$ cat config.mk
export PLATFORM = sky130hd
export DESIGN_NAME = session_nonce_ttl_checker_unit
export DESIGN_NICKNAME = d
export VERILOG_FILES = /design/src/rtl/core/sntc_pkg.sv /design/src/rtl/core/sntc_age_stage.sv /design/src/rtl/core/sntc_session_core.sv /design/src/rtl/core/session_nonce_ttl_checker_unit.sv
export SDC_FILE = /design/constraint.sdc
export NUM_CORES = 1
export LEC_CHECK = 0
export ABC_CLOCK_PERIOD_IN_PS = 4900
export BUFFER_PORTS_ARGS = -buffer_cell sky130_fd_sc_hd__buf_4
export CELL_PAD_IN_SITES_DETAIL_PLACEMENT = 1
export CELL_PAD_IN_SITES_GLOBAL_PLACEMENT = 2
export CORE_MARGIN = 4
export CORE_UTILIZATION = 34
export DETAILED_ROUTE_END_ITERATION = 6
export GPL_ROUTABILITY_DRIVEN = 0
export PLACE_DENSITY = 0.75
export SLEW_MARGIN = 30
export SYNTH_ARGS = -nofsm -noshare
export SYNTH_HDL_FRONTEND = slang
export SYNTH_SLANG_ARGS = --single-unit
export TNS_END_PERCENT = 20
$ cat constraint.sdc
create_clock -name clock -period 4.9 [get_ports clock]
set_input_delay 0.49 -clock clock [delete_from_list [all_inputs] [get_ports clock]]
set_output_delay 0.49 -clock clock [all_outputs]
set_load 0.05 [all_outputs]
$ cat src/rtl/core/sntc_pkg.sv
`default_nettype none
// ----------------------------------------------------------------------------
// Session nonce and TTL checker package
// Shared types, operation and status codes, and register indexes.
// ----------------------------------------------------------------------------
package sntc_pkg;

   localparam int unsigned TimeWidth    = 48;
   localparam int unsigned Time32Width  = 32;
   localparam int unsigned NonceWidth   = 16;
   localparam int unsigned CsrIdxWidth  = 3;
   localparam int unsigned CsrDataWidth = 48;

   localparam logic [2:0] OP_CHECK_DATA = 3'd0;
   localparam logic [2:0] OP_CHECK_AUTH = 3'd1;
   localparam logic [2:0] OP_SEND_DATA  = 3'd2;
   localparam logic [2:0] OP_SEND_AUTH  = 3'd3;
   localparam logic [2:0] OP_OPEN       = 3'd4;
   localparam logic [2:0] OP_CLOSE      = 3'd5;

   localparam logic [3:0] ST_OK            = 4'd0;
   localparam logic [3:0] ST_NO_SESSION    = 4'd1;
   localparam logic [3:0] ST_CRYPTO        = 4'd2;
   localparam logic [3:0] ST_ROLLBACK      = 4'd3;
   localparam logic [3:0] ST_SESSION_TIME  = 4'd4;
   localparam logic [3:0] ST_TTL           = 4'd5;
   localparam logic [3:0] ST_NONCE_LIMIT   = 4'd6;
   localparam logic [3:0] ST_REPLAY        = 4'd7;
   localparam logic [3:0] ST_EMPTY         = 4'd8;
   localparam logic [3:0] ST_OPEN_REJECTED = 4'd9;

   localparam logic [CsrIdxWidth-1:0] REG_SESSION_START = 3'd0;
   localparam logic [CsrIdxWidth-1:0] REG_MAX_SESSION   = 3'd1;
   localparam logic [CsrIdxWidth-1:0] REG_MAX_NONCE     = 3'd2;
   localparam logic [CsrIdxWidth-1:0] REG_TTL_PAD       = 3'd3;
   localparam logic [CsrIdxWidth-1:0] REG_ORDER_MODE    = 3'd4;

   typedef struct packed {
      logic [2:0]             op;
      logic [TimeWidth-1:0]   now_ms;
      logic                   crypto_ok;
      logic [NonceWidth-1:0]  msg_nonce;
      logic [Time32Width-1:0] msg_valid_until_ms;
      logic                   payload_empty;
      logic                   keys_valid;
   } req_type;

   typedef struct packed {
      logic [3:0]             status;
      logic [NonceWidth-1:0]  tx_nonce_out;
      logic [Time32Width-1:0] tx_valid_until_ms;
   } rsp_type;

   typedef struct packed {
      logic [TimeWidth-1:0]   session_start_ms;
      logic [Time32Width-1:0] max_session_time_ms;
      logic [NonceWidth-1:0]  nonce_limit;
      logic [Time32Width-1:0] tx_pad_ms;
      logic                   nonce_order_mode;
   } cfg_type;

   typedef struct packed {
      logic                 valid;
      req_type              item;
      logic                 rollback;
      logic [TimeWidth-1:0] age_ms;
   } staged_type;

endpackage
`default_nettype wire

$ cat src/rtl/core/sntc_age_stage.sv
`default_nettype none
// ----------------------------------------------------------------------------
// Input stage
// Registers an accepted transfer together with its session age and rollback.
// ----------------------------------------------------------------------------
module sntc_age_stage import sntc_pkg::*; (
   input  wire logic       clock,
   input  wire logic       reset,
   input  wire logic       req_valid,
   output logic            req_ready,
   input  wire req_type    req_data,
   input  wire cfg_type    cfg,
   input  wire logic       advance,
   output staged_type      stg
);

   logic                 valid_ff, valid_in;
   req_type              item_ff;
   logic                 rollback_ff;
   logic [TimeWidth-1:0] age_ff;
   logic [TimeWidth:0]   diff;
   logic                 take;

   assign req_ready = !valid_ff || advance;
   assign take      = req_valid && req_ready;
   assign diff      = {1'b0, req_data.now_ms} - {1'b0, cfg.session_start_ms};

   always_comb begin
      valid_in = valid_ff;
      if (take) begin
         valid_in = 1'b1;
      end else if (advance) begin
         valid_in = 1'b0;
      end
   end

   always_ff @(posedge clock) begin
      if (reset) begin
         valid_ff <= 1'b0;
      end else begin
         valid_ff <= valid_in;
      end
      if (take) begin
         item_ff     <= req_data;
         rollback_ff <= diff[TimeWidth];
         age_ff      <= diff[TimeWidth-1:0];
      end
   end

   assign stg = '{valid: valid_ff, item: item_ff, rollback: rollback_ff, age_ms: age_ff};

endmodule
`default_nettype wire

$ cat src/rtl/core/sntc_session_core.sv
`default_nettype none
// ----------------------------------------------------------------------------
// Session core
// Holds the session flag and nonces and judges the staged operation.
// ----------------------------------------------------------------------------
module sntc_session_core import sntc_pkg::*; (
   input  wire logic       clock,
   input  wire logic       reset,
   input  wire staged_type stg,
   input  wire cfg_type    cfg,
   input  wire logic       advance,
   output rsp_type         result
);

   logic                  session_valid_ff, session_valid_in;
   logic [NonceWidth-1:0] rx_last_ff, rx_last_in;
   logic [NonceWidth-1:0] tx_last_ff, tx_last_in;
   logic                  age_over_max;
   logic                  age_over_ttl;
   logic [Time32Width:0]  age_pad;
   logic                  pad_over_max;
   logic                  order_ok;
   logic [NonceWidth:0]   rx_next;
   logic [NonceWidth-1:0] tx_next;
   req_type               it;

   assign it           = stg.item;
   assign age_over_max = stg.age_ms > {{(TimeWidth-Time32Width){1'b0}}, cfg.max_session_time_ms};
   assign age_over_ttl = stg.age_ms > {{(TimeWidth-Time32Width){1'b0}}, it.msg_valid_until_ms};
   assign age_pad      = {1'b0, stg.age_ms[Time32Width-1:0]} + {1'b0, cfg.tx_pad_ms};
   assign pad_over_max = age_pad > {1'b0, cfg.max_session_time_ms};
   assign rx_next      = {1'b0, rx_last_ff} + {{NonceWidth{1'b0}}, 1'b1};
   assign tx_next      = tx_last_ff + {{(NonceWidth-1){1'b0}}, 1'b1};

   always_comb begin
      if (it.op == OP_CHECK_AUTH) begin
         order_ok = (it.msg_nonce == '0);
      end else if (cfg.nonce_order_mode) begin
         order_ok = it.msg_nonce > rx_last_ff;
      end else begin
         order_ok = {1'b0, it.msg_nonce} == rx_next;
      end
   end

   always_comb begin
      session_valid_in = session_valid_ff;
      rx_last_in       = rx_last_ff;
      tx_last_in       = tx_last_ff;
      result           = '0;
      result.status    = ST_OK;
      case (it.op) inside
         OP_CHECK_DATA, OP_CHECK_AUTH: begin
            if (!session_valid_ff) begin
               result.status = ST_NO_SESSION;
            end else if (!it.crypto_ok) begin
               result.status = ST_CRYPTO;
            end else if (stg.rollback) begin
               result.status = ST_ROLLBACK;
            end else if (age_over_max) begin
               result.status = ST_SESSION_TIME;
            end else if (age_over_ttl) begin
               result.status = ST_TTL;
            end else if (it.msg_nonce > cfg.nonce_limit) begin
               result.status = ST_NONCE_LIMIT;
            end else if (!order_ok) begin
               result.status = ST_REPLAY;
            end else begin
               rx_last_in = it.msg_nonce;
               if (it.op == OP_CHECK_DATA && it.payload_empty) begin
                  result.status = ST_EMPTY;
               end
            end
         end
         OP_SEND_DATA, OP_SEND_AUTH: begin
            if ((it.op == OP_SEND_AUTH) ? (tx_last_ff != '0)
                                        : (tx_last_ff >= cfg.nonce_limit)) begin
               result.status = ST_NONCE_LIMIT;
            end else if (!session_valid_ff) begin
               result.status = ST_NO_SESSION;
            end else if (stg.rollback) begin
               result.status = ST_ROLLBACK;
            end else if (age_over_max || pad_over_max) begin
               result.status = ST_SESSION_TIME;
            end else if (!it.crypto_ok) begin
               result.status = ST_CRYPTO;
            end else begin
               tx_last_in               = tx_next;
               result.tx_nonce_out      = (it.op == OP_SEND_AUTH) ? '0 : tx_next;
               result.tx_valid_until_ms = age_pad[Time32Width-1:0];
            end
         end
         OP_OPEN: begin
            if (!it.keys_valid) begin
               result.status = ST_OPEN_REJECTED;
            end else begin
               rx_last_in       = '0;
               tx_last_in       = '0;
               session_valid_in = 1'b1;
            end
         end
         OP_CLOSE: begin
            session_valid_in = 1'b0;
         end
         default: begin
         end
      endcase
   end

   always_ff @(posedge clock) begin
      if (reset) begin
         session_valid_ff <= 1'b0;
         rx_last_ff       <= '0;
         tx_last_ff       <= '0;
      end else if (advance) begin
         session_valid_ff <= session_valid_in;
         rx_last_ff       <= rx_last_in;
         tx_last_ff       <= tx_last_in;
      end
   end

endmodule
`default_nettype wire

$ cat src/rtl/core/session_nonce_ttl_checker_unit.sv
`default_nettype none
// ----------------------------------------------------------------------------
// Session nonce and TTL checker
// Freshness and anti-replay checks for received frames, and nonce and
// valid-until generation for sent frames, of one secure session.
// ----------------------------------------------------------------------------
// Each request transfer on req_ carries one operation and yields exactly one
// response transfer on rsp_, in order. A request is registered on acceptance
// together with its session age, then judged against the session state and
// written to the response register once that register is free. One transfer
// is accepted every cycle while the receiver does not stall; the session
// state update of one operation is visible to the very next one.
// When the receiver stalls, the response register holds; the request
// register takes one more transfer only if it is empty, then req_ready drops.
// The csr_ port writes one register per cycle with csr_we; the user must
// see that it is written only while no transfer is in flight, which the
// block itself does not enforce. Reset is synchronous and clears the
// session, both nonces and the registers to their defaults.
// ----------------------------------------------------------------------------
module session_nonce_ttl_checker_unit import sntc_pkg::*; (
   input  wire logic                    clock,
   input  wire logic                    reset,
   input  wire logic                    req_valid,
   output logic                         req_ready,
   input  wire req_type                 req_data,
   output logic                         rsp_valid,
   input  wire logic                    rsp_ready,
   output rsp_type                      rsp_data,
   input  wire logic                    csr_we,
   input  wire logic [CsrIdxWidth-1:0]  csr_index,
   input  wire logic [CsrDataWidth-1:0] csr_wdata
);

   cfg_type    cfg_ff;
   staged_type stg;
   rsp_type    result;
   logic       advance;
   logic       rsp_valid_ff, rsp_valid_in;
   rsp_type    rsp_data_ff;

   assign advance = stg.valid && (!rsp_valid_ff || rsp_ready);

   sntc_age_stage u_age_stage (
      .clock     (clock),
      .reset     (reset),
      .req_valid (req_valid),
      .req_ready (req_ready),
      .req_data  (req_data),
      .cfg       (cfg_ff),
      .advance   (advance),
      .stg       (stg)
   );

   sntc_session_core u_session_core (
      .clock   (clock),
      .reset   (reset),
      .stg     (stg),
      .cfg     (cfg_ff),
      .advance (advance),
      .result  (result)
   );

   always_comb begin
      rsp_valid_in = rsp_valid_ff;
      if (advance) begin
         rsp_valid_in = 1'b1;
      end else if (rsp_ready) begin
         rsp_valid_in = 1'b0;
      end
   end

   always_ff @(posedge clock) begin
      if (reset) begin
         rsp_valid_ff <= 1'b0;
      end else begin
         rsp_valid_ff <= rsp_valid_in;
      end
      if (advance) begin
         rsp_data_ff <= result;
      end
   end

   always_ff @(posedge clock) begin
      if (reset) begin
         cfg_ff.session_start_ms    <= '0;
         cfg_ff.max_session_time_ms <= '1;
         cfg_ff.nonce_limit         <= '1;
         cfg_ff.tx_pad_ms           <= '0;
         cfg_ff.nonce_order_mode    <= 1'b0;
      end else if (csr_we) begin
         unique case (csr_index)
            REG_SESSION_START: cfg_ff.session_start_ms    <= csr_wdata[TimeWidth-1:0];
            REG_MAX_SESSION:   cfg_ff.max_session_time_ms <= csr_wdata[Time32Width-1:0];
            REG_MAX_NONCE:     cfg_ff.nonce_limit         <= csr_wdata[NonceWidth-1:0];
            REG_TTL_PAD:       cfg_ff.tx_pad_ms           <= csr_wdata[Time32Width-1:0];
            REG_ORDER_MODE:    cfg_ff.nonce_order_mode    <= csr_wdata[0];
            default: begin
            end
         endcase
      end
   end

   assign rsp_valid = rsp_valid_ff;
   assign rsp_data  = rsp_data_ff;

endmodule
`default_nettype wire
==> reports/metrics.yaml, run 1 <==
run_status:
  status: "finished, violations left"
  violations: "setup timing"
clock_network:
  clock_latency_ns: 0.58
  cts.sinks: 319
  cts.reportedPaths.clkPinSlew_ns: 0.06
  cts_tree: "built"
  cts.path.max_buffers: 3
  cts.htree.levels: 2
  clockRootBuffer: "clkbuf_16"
  cts_buffers: 41
synth:
  ys.flop_type: "dfxtp_1"
  synth-seq-area-share_pct: 39.83
  synth_cells: 2196
  synth_edf_count: 155
  ys_warn_count: 0
  synth-async-reset-ratio_pct: 0
  synth-seq-cells: 319
  synthesis.nets: 2583
  avgSynthCellArea_sq_um: 9.075
  synth_area_sq_um: 19930
  yosysUniqueCellTypes: 79
timing:
  whs_ns: 0.08726
  period_share_pct: 108.3
  relSlewSlack_pct: 34.78
  setup_viol: 66
  fmax_ghz: 0.1884
  fin_skew_ns: 0.01453
  setup_ws_ns: -0.4076
  worst_slew_pin_slew_ns: 0.9759
  final_max_slew_viol_count: 0
  fin_setup_tns_ns: -18.67
  rsz0062_at_grt: "true"
  period_minus_slack_ns: 5.308
  finalHoldViolCount: 0
flow_run:
  cap_viol_max_count: 0
layout:
  drive_gt1_share_pct: 18.92
  area_growth_pct: 24.34
  nets: 2880
  final_area_sq_um: 24780
  final_cell_count_no_fill: 3291
  fin_util_pct: 42.87
  antenna_cells: 0
power_and_ir_drop:
  p_int_mw: 5.337
  p_sw_mw: 2.054
  seq_power_share_pct: 40.8
  comb_power_share_pct: 17.1
  ir_worst_vdd_mv: 0.2760
  finalPower_mw: 7.391
  p_leak_nw: 10.70
  clkPwrFrac_pct: 42.1
  p_per_area_nw_per_um2: 298.3
  swShare_pct: 27.79
setup_path:
  crit_start: "u_age_stage.age_ff[0]"
  r2r_slack_ns: -0.41
  startpoint_type: "register"
  critical_path_class: "register to register"
  r2r_cells: 26
  end_kind: "register"
  cp.required_ns: 5.35
  arrival_ns: 5.75
  worstPathMaxFanout: 8
  r2r-start: "u_age_stage.age_ff[0]"
  reg2reg_to: "u_session_core.tx_last_ff[2]"
floorplan:
  die_w_um: 250.1
  dieArea_sq_um: 62550
  fp.dieH_um: 250.1
  core_sq_um: 57810
  pin_count: 212
  num_rows: 88
  initial_core_util_pct: 34.47
routing:
  drtIter0Drc: 918
  drt_pass1_iterations: 5
  drc: 0
  viasPerCell: 5.333
  wl_um: 68140
  num_vias: 17552
  ant_nets: 0
  wl_per_cell_um: 20.70
global_route:
  grt_usage_pct: 21.17
  antenna_found_initial: 0
  grt_pass1_wl_um: 105600
  grt_pass1_vias: 18620
  grt_max_degree: 67
  grt.overflow.total: 0
placed_design:
  portBuffers: 211
  place_ws_ns: -0.5831
  place_inst: 3209
  placed_cell_area_sq_um: 23070
  hpwl_um: 52410
hold_path:
  hold_start: "req_data[0]"
  hold_path_end: "u_age_stage.stg[49]"
  hp-class: "input port to register"
  min_path_cells: 1
cells in the mapped netlist (17+ instances only):
| master | count | area (sq um) |
|---|---|---|
| nand2_1 | 284 | 1066 |
| ha_1 | 227 | 2840 |
| a21oi_1 | 199 | 996.0 |
| inv_1 | 191 | 716.9 |
| dfxtp_1 | 164 | 3283 |
| edfxtp_1 | 155 | 4654 |
| nor2_1 | 120 | 450.4 |
| a21o_1 | 79 | 593.1 |
| xnor2_1 | 65 | 569.3 |
| clkbuf_1 | 64 | 240.2 |
| o211ai_1 | 59 | 442.9 |
| o21ai_0 | 58 | 290.3 |
| nand4_1 | 42 | 262.8 |
| nand3_1 | 37 | 185.2 |
| o21a_1 | 36 | 270.3 |
| and3_1 | 34 | 212.7 |
| nor3_1 | 31 | 155.2 |
| nand2b_1 | 30 | 187.7 |
| xor2_1 | 28 | 245.2 |
| or3_1 | 26 | 162.7 |
| nor2b_1 | 25 | 156.4 |
| o22ai_1 | 23 | 143.9 |
| nor3_2 | 20 | 200.2 |
| nor4_1 | 19 | 118.9 |
| a221o_1 | 17 | 170.2 |
| a31oi_1 | 17 | 106.4 |
flip-flops by register name (all words and copies together), names as in the netlist:
name and cells:
rsp_data 52, rsp_valid 1, u_age_stage.stg 54, u_session_core.rx_last_ff 16, u_age_stage.valid_ff 1, u_age_stage.rollback_ff 1, cfg_ff 129, u_session_core.tx_last_ff 16
u_age_stage.age_ff 48, u_session_core.session_valid_ff 1
worst max-delay path by stage:
stage	endpoint	depth (start not counted)
after floorplan	rsp_data[43]	25
after global placement	rsp_data[33]	22
after global routing	u_session_core.tx_last_ff[2]	25
after detailed placement	rsp_data[26]	24
after CTS	rsp_data[26]	22
final	u_session_core.tx_last_ff[2]	26
per-layer routing:
layer	GRT usage, %	vias up	wire length [um]
li1	-	8500	-
met1	27.72	8603	30650
met2	36.82	349	32980
met3	2.326	100	2572
met4	6.515	0	1934
met5	0	-	0
worst max-delay path, cell delays in order, from the launching register on:
cell and delay [ns]:
edfxtp_1 0.36, ha_2 0.21, inv_2 0.05, fa_2 0.36, nor2b_1 0.14, o21a_1 0.18
o21ai_2 0.08, a211oi_2 0.29, buf_4 0.18, a21o_1 0.13, a31o_1 0.21, o22ai_4 0.12
a21oi_4 0.19, xor2_2 0.17, ha_1 0.26, nand4_1 0.11, or2_4 0.14, nor3_2 0.04
o31a_1 0.11, o41ai_2 0.37, o211ai_1 0.15, a211o_1 0.32, buf_6 0.14, or3_4 0.33
o21ai_4 0.26, buf_12 0.18, o221ai_2 0.09
layout make-up:
class | instances | area (sq um)
sequential | 319 | 7939
clock inverter | 10 | 126.4
timing repair buffer | 330 | 2551
fill | 6625 | 33030
multi-input combinational | 1609 | 11220
clock buffer | 66 | 1261
inverter | 192 | 720.7
tap | 765 | 957.2
power groups by stage:
stage	sequential [mW]	clock, mW	combinational, mW
2_1_floorplan	3.09	0	0.670
3_3_place_gp	3.07	0	1.21
5_1_grt	3.02	3.30	1.40
6_report	3.01	3.11	1.26
4_1_cts	3.02	3.20	1.25
3_5_place_dp	3.07	0	1.24
cells in the final DEF, fill, tap and decap left out, drive strengths merged, types with 59 or more instances in the layout:
master and count:
edfxtp 155, a21o 79, nand2 284, o21ai 63, dfxtp 164, nor2 120
ha 227, buf 329, a21oi 200, inv 193, xnor2 65, clkbuf 67
o211ai 59
logic make-up (layout without fill, tap and decap cells):
family	count (synthesis)	in the layout	synth area share (%)
and+or+nand+nor	709	709	17.49
AOI/OAI and AO/OA	572	572	18.65
DFF	319	319	39.83
buffers and inverters	268	598	5.186
adders and majority gates	229	229	14.45
xor gates and xnor gates	93	93	4.087
muxes	6	6	0.3077
timing repair:
item / CTS / global route
buffers inserted: 0 / 5
pin swaps: 4 / 29
cloned: 0 / 1
setup endpoints to repair: 66 / 66
gates resized for setup: 21 / 51
hold buffers: 0 / 0
Note: power is estimated with default switching activity, not from simulation.
==> inputs of run 2 (changes only) <==
- CORE_UTILIZATION: 34 -> 35
- PLACE_DENSITY: 0.75 -> 0.74
- SYNTH_HIERARCHICAL: not set -> 1
==> run 2 against run 1 <==
The flow now finishes without violations. Non-clock buffer count fell by 38. Combinational power rose by 6%. Clock skew up 0.013 ns. Clock power down 3%. Wire length shrank 1.8%. Largest cell class unchanged.
==> reports/metrics.yaml, run 2 <==
hold_path:
  hold_start: "req_data[44]"
  hp-class: "input port to register"
  hold_path_end: "u_age_stage/stg[93]"
  min_path_cells: 1
run_status:
  status: "completed"
timing:
  final_max_slew_viol_count: 0
  whs_ns: 0.1025
  period_minus_slack_ns: 4.687
  period_share_pct: 95.65
  setup_viol: 0
  relSlewSlack_pct: 41.05
  fmax_ghz: 0.2134
  fin_skew_ns: 0.02723
  setup_ws_ns: 0.2130
  worst_slew_pin_slew_ns: 0.8761
  finalHoldViolCount: 0
setup_path:
  slowest_stage: "edfxtp_1"
  critPathMaxStageDelay_ns: 0.44
  cp.required_ns: 5.35
  worstPathMaxFanout: 5
  crit_chain: "ha_4 -> and2_4 -> a221o_1 -> o211a_1 -> a2111o_1 -> a21oi_2 -> o21bai_1 -> a21oi_2 -> xnor2_2 -> ha_1 -> nand3_2 -> buf_4 -> nor3_1 -> nand2_1 -> o211ai_1 -> nor3_2 -> o31a_1 -> buf_4 -> and4b_1 -> and2_1 -> o22a_1"
  startpoint_type: "register"
  critical_path_class: "register to register"
  arrival_ns: 5.14
  r2r_slack_ns: 0.21
  r2r_cells: 21
  reg2reg_to: "u_session_core/tx_last_ff[7]"
  r2r-start: "u_age_stage/age_ff[11]"
  end_kind: "register"
layout:
  fin_util_pct: 43.23
  area_growth_pct: 21.42
  regArea_sq_um: 7938
  fill_cells: 6579
  multi_input_area_sq_um: 11930
  final_cell_mix: "287 x buf_4, 217 x ha_1, 182 x inv_1, 173 x nor2_1, 164 x dfxtp_1"
  nets: 2818
  drive_gt1_share_pct: 17.13
  largest_register_ffs: 129
  mostFrequentLayoutCell: "buf_4"
  regMostFlops: "cfg_ff"
  antenna_cells: 0
global_route:
  grt_max_degree: 89
  grt_usage_pct: 20.49
  grt_pass1_vias: 18369
  grt.overflow.total: 0
  antenna_found_initial: 0
  grt_pass1_wl_um: 103300
synth:
  synth_area_sq_um: 20660
  ys_warn_count: 6
  synthesis.nets: 2569
  synth_cells: 2182
  avgSynthCellArea_sq_um: 9.468
routing:
  viasPerCell: 5.260
  num_vias: 16983
  wl_um: 66930
  drt_pass1_iterations: 5
  drtIter0Drc: 760
  drc: 0
  wl_per_cell_um: 20.73
  ant_nets: 0
flow_run:
  cap_viol_max_count: 0
floorplan:
  core_sq_um: 58030
  pin_count: 212
  die_w_um: 251.0
  dieArea_sq_um: 62980
  initial_core_util_pct: 35.60
  num_rows: 88
  fp.dieH_um: 251.0
placed_design:
  hpwl_um: 52650
  place_ws_ns: -0.1608
  portBuffers: 211
power_and_ir_drop:
  p_per_area_nw_per_um2: 295.3
  finalPower_mw: 7.407
  ir_worst_vdd_mv: 0.2912
  p_leak_nw: 10.73
clock_network:
  cts.reportedPaths.clkPinSlew_ns: 0.06
  cts.sinks: 319
  clock_latency_ns: 0.56
  cts_tree: "built"
  cts_buffers: 41
  clockRootBuffer: "clkbuf_16"
  cts.path.max_buffers: 3
  cts.htree.levels: 2
[run 2: worst max-delay path by stage]
stage | slack, ns | depth (start not counted) | startpoint | endpoint
2_1_floorplan | 0.34 | 20 | u_age_stage/age_ff[11] | rsp_data[13]
3_3_place_gp | 0.03 | 22 | u_age_stage/age_ff[0] | rsp_data[6]
3_5_place_dp | -0.16 | 22 | u_age_stage/age_ff[0] | rsp_data[19]
4_1_cts | 0.005 | 22 | u_age_stage/age_ff[0] | rsp_data[19]
5_1_grt | -0.03 | 23 | u_age_stage/age_ff[8] | u_session_core/tx_last_ff[9]
6_report | 0.21 | 21 | u_age_stage/age_ff[11] | u_session_core/tx_last_ff[7]
[run 2: report_power, final]
group	leakage, nW	internal, mW	total [mW]	switching (mW)
Sequential	2.81	2.95	3.05	0.0992
Combinational	7.27	0.552	1.34	0.791
Clock	0.647	1.81	3.02	1.21
Total	10.7	5.31	7.41	2.10
[run 2: cell type report]
class,instances,area share (%)
sequential,319,31.65
clock buffer,57,4.619
multi-input combinational,1593,47.55
inverter,184,2.754
clock inverter,19,0.7133
timing repair buffer,292,8.899
tap,765,3.816
[run 2: metrics by stage]
stage / instance area [sq um] / cells / setup TNS, ns
6_report: 25080 / 3229 / 0
3_3_place_gp: 23360 / 3143 / 0
2_1_floorplan: 20660 / 2182 / 0
3_5_place_dp: 23360 / 3143 / -3.508
4_1_cts: 24750 / 3221 / 0
5_1_grt: 25080 / 3229 / -0.2038
[run 2: repair_timing]
item / in CTS / in global routing
setup buffers: 2 / 8
resized for setup: 6 / 52
hold buffers: 0 / 0
setup endpoints to repair: 40 / 66
pin swaps: 2 / 31
[run 2: worst max-delay path, delay by kind of cell, from the launching register on]
| family | cells | cell delay [ns] |
|---|---|---|
| adder cells (fa/ha/maj) | 2 | 0.61 |
| XOR/XNOR | 1 | 0.11 |
| AND/OR/NAND/NOR | 7 | 0.97 |
| flip-flops | 1 | 0.44 |
| buffers and inverters | 2 | 0.33 |
| AO/OA/AOI/OAI | 9 | 2.13 |
[run 2: metal layers]
metal | wire, um | part of all wire (%) | global-route usage [%] | vias up
met5 | 0 | 0 | 0 | -
met4 | 1985 | 3.0 | 6.467 | 0
met3 | 2118 | 3.2 | 2.431 | 98
met2 | 31970 | 48 | 35.17 | 277
met1 | 30860 | 46 | 27.07 | 8278
li1 | - | - | - | 8330
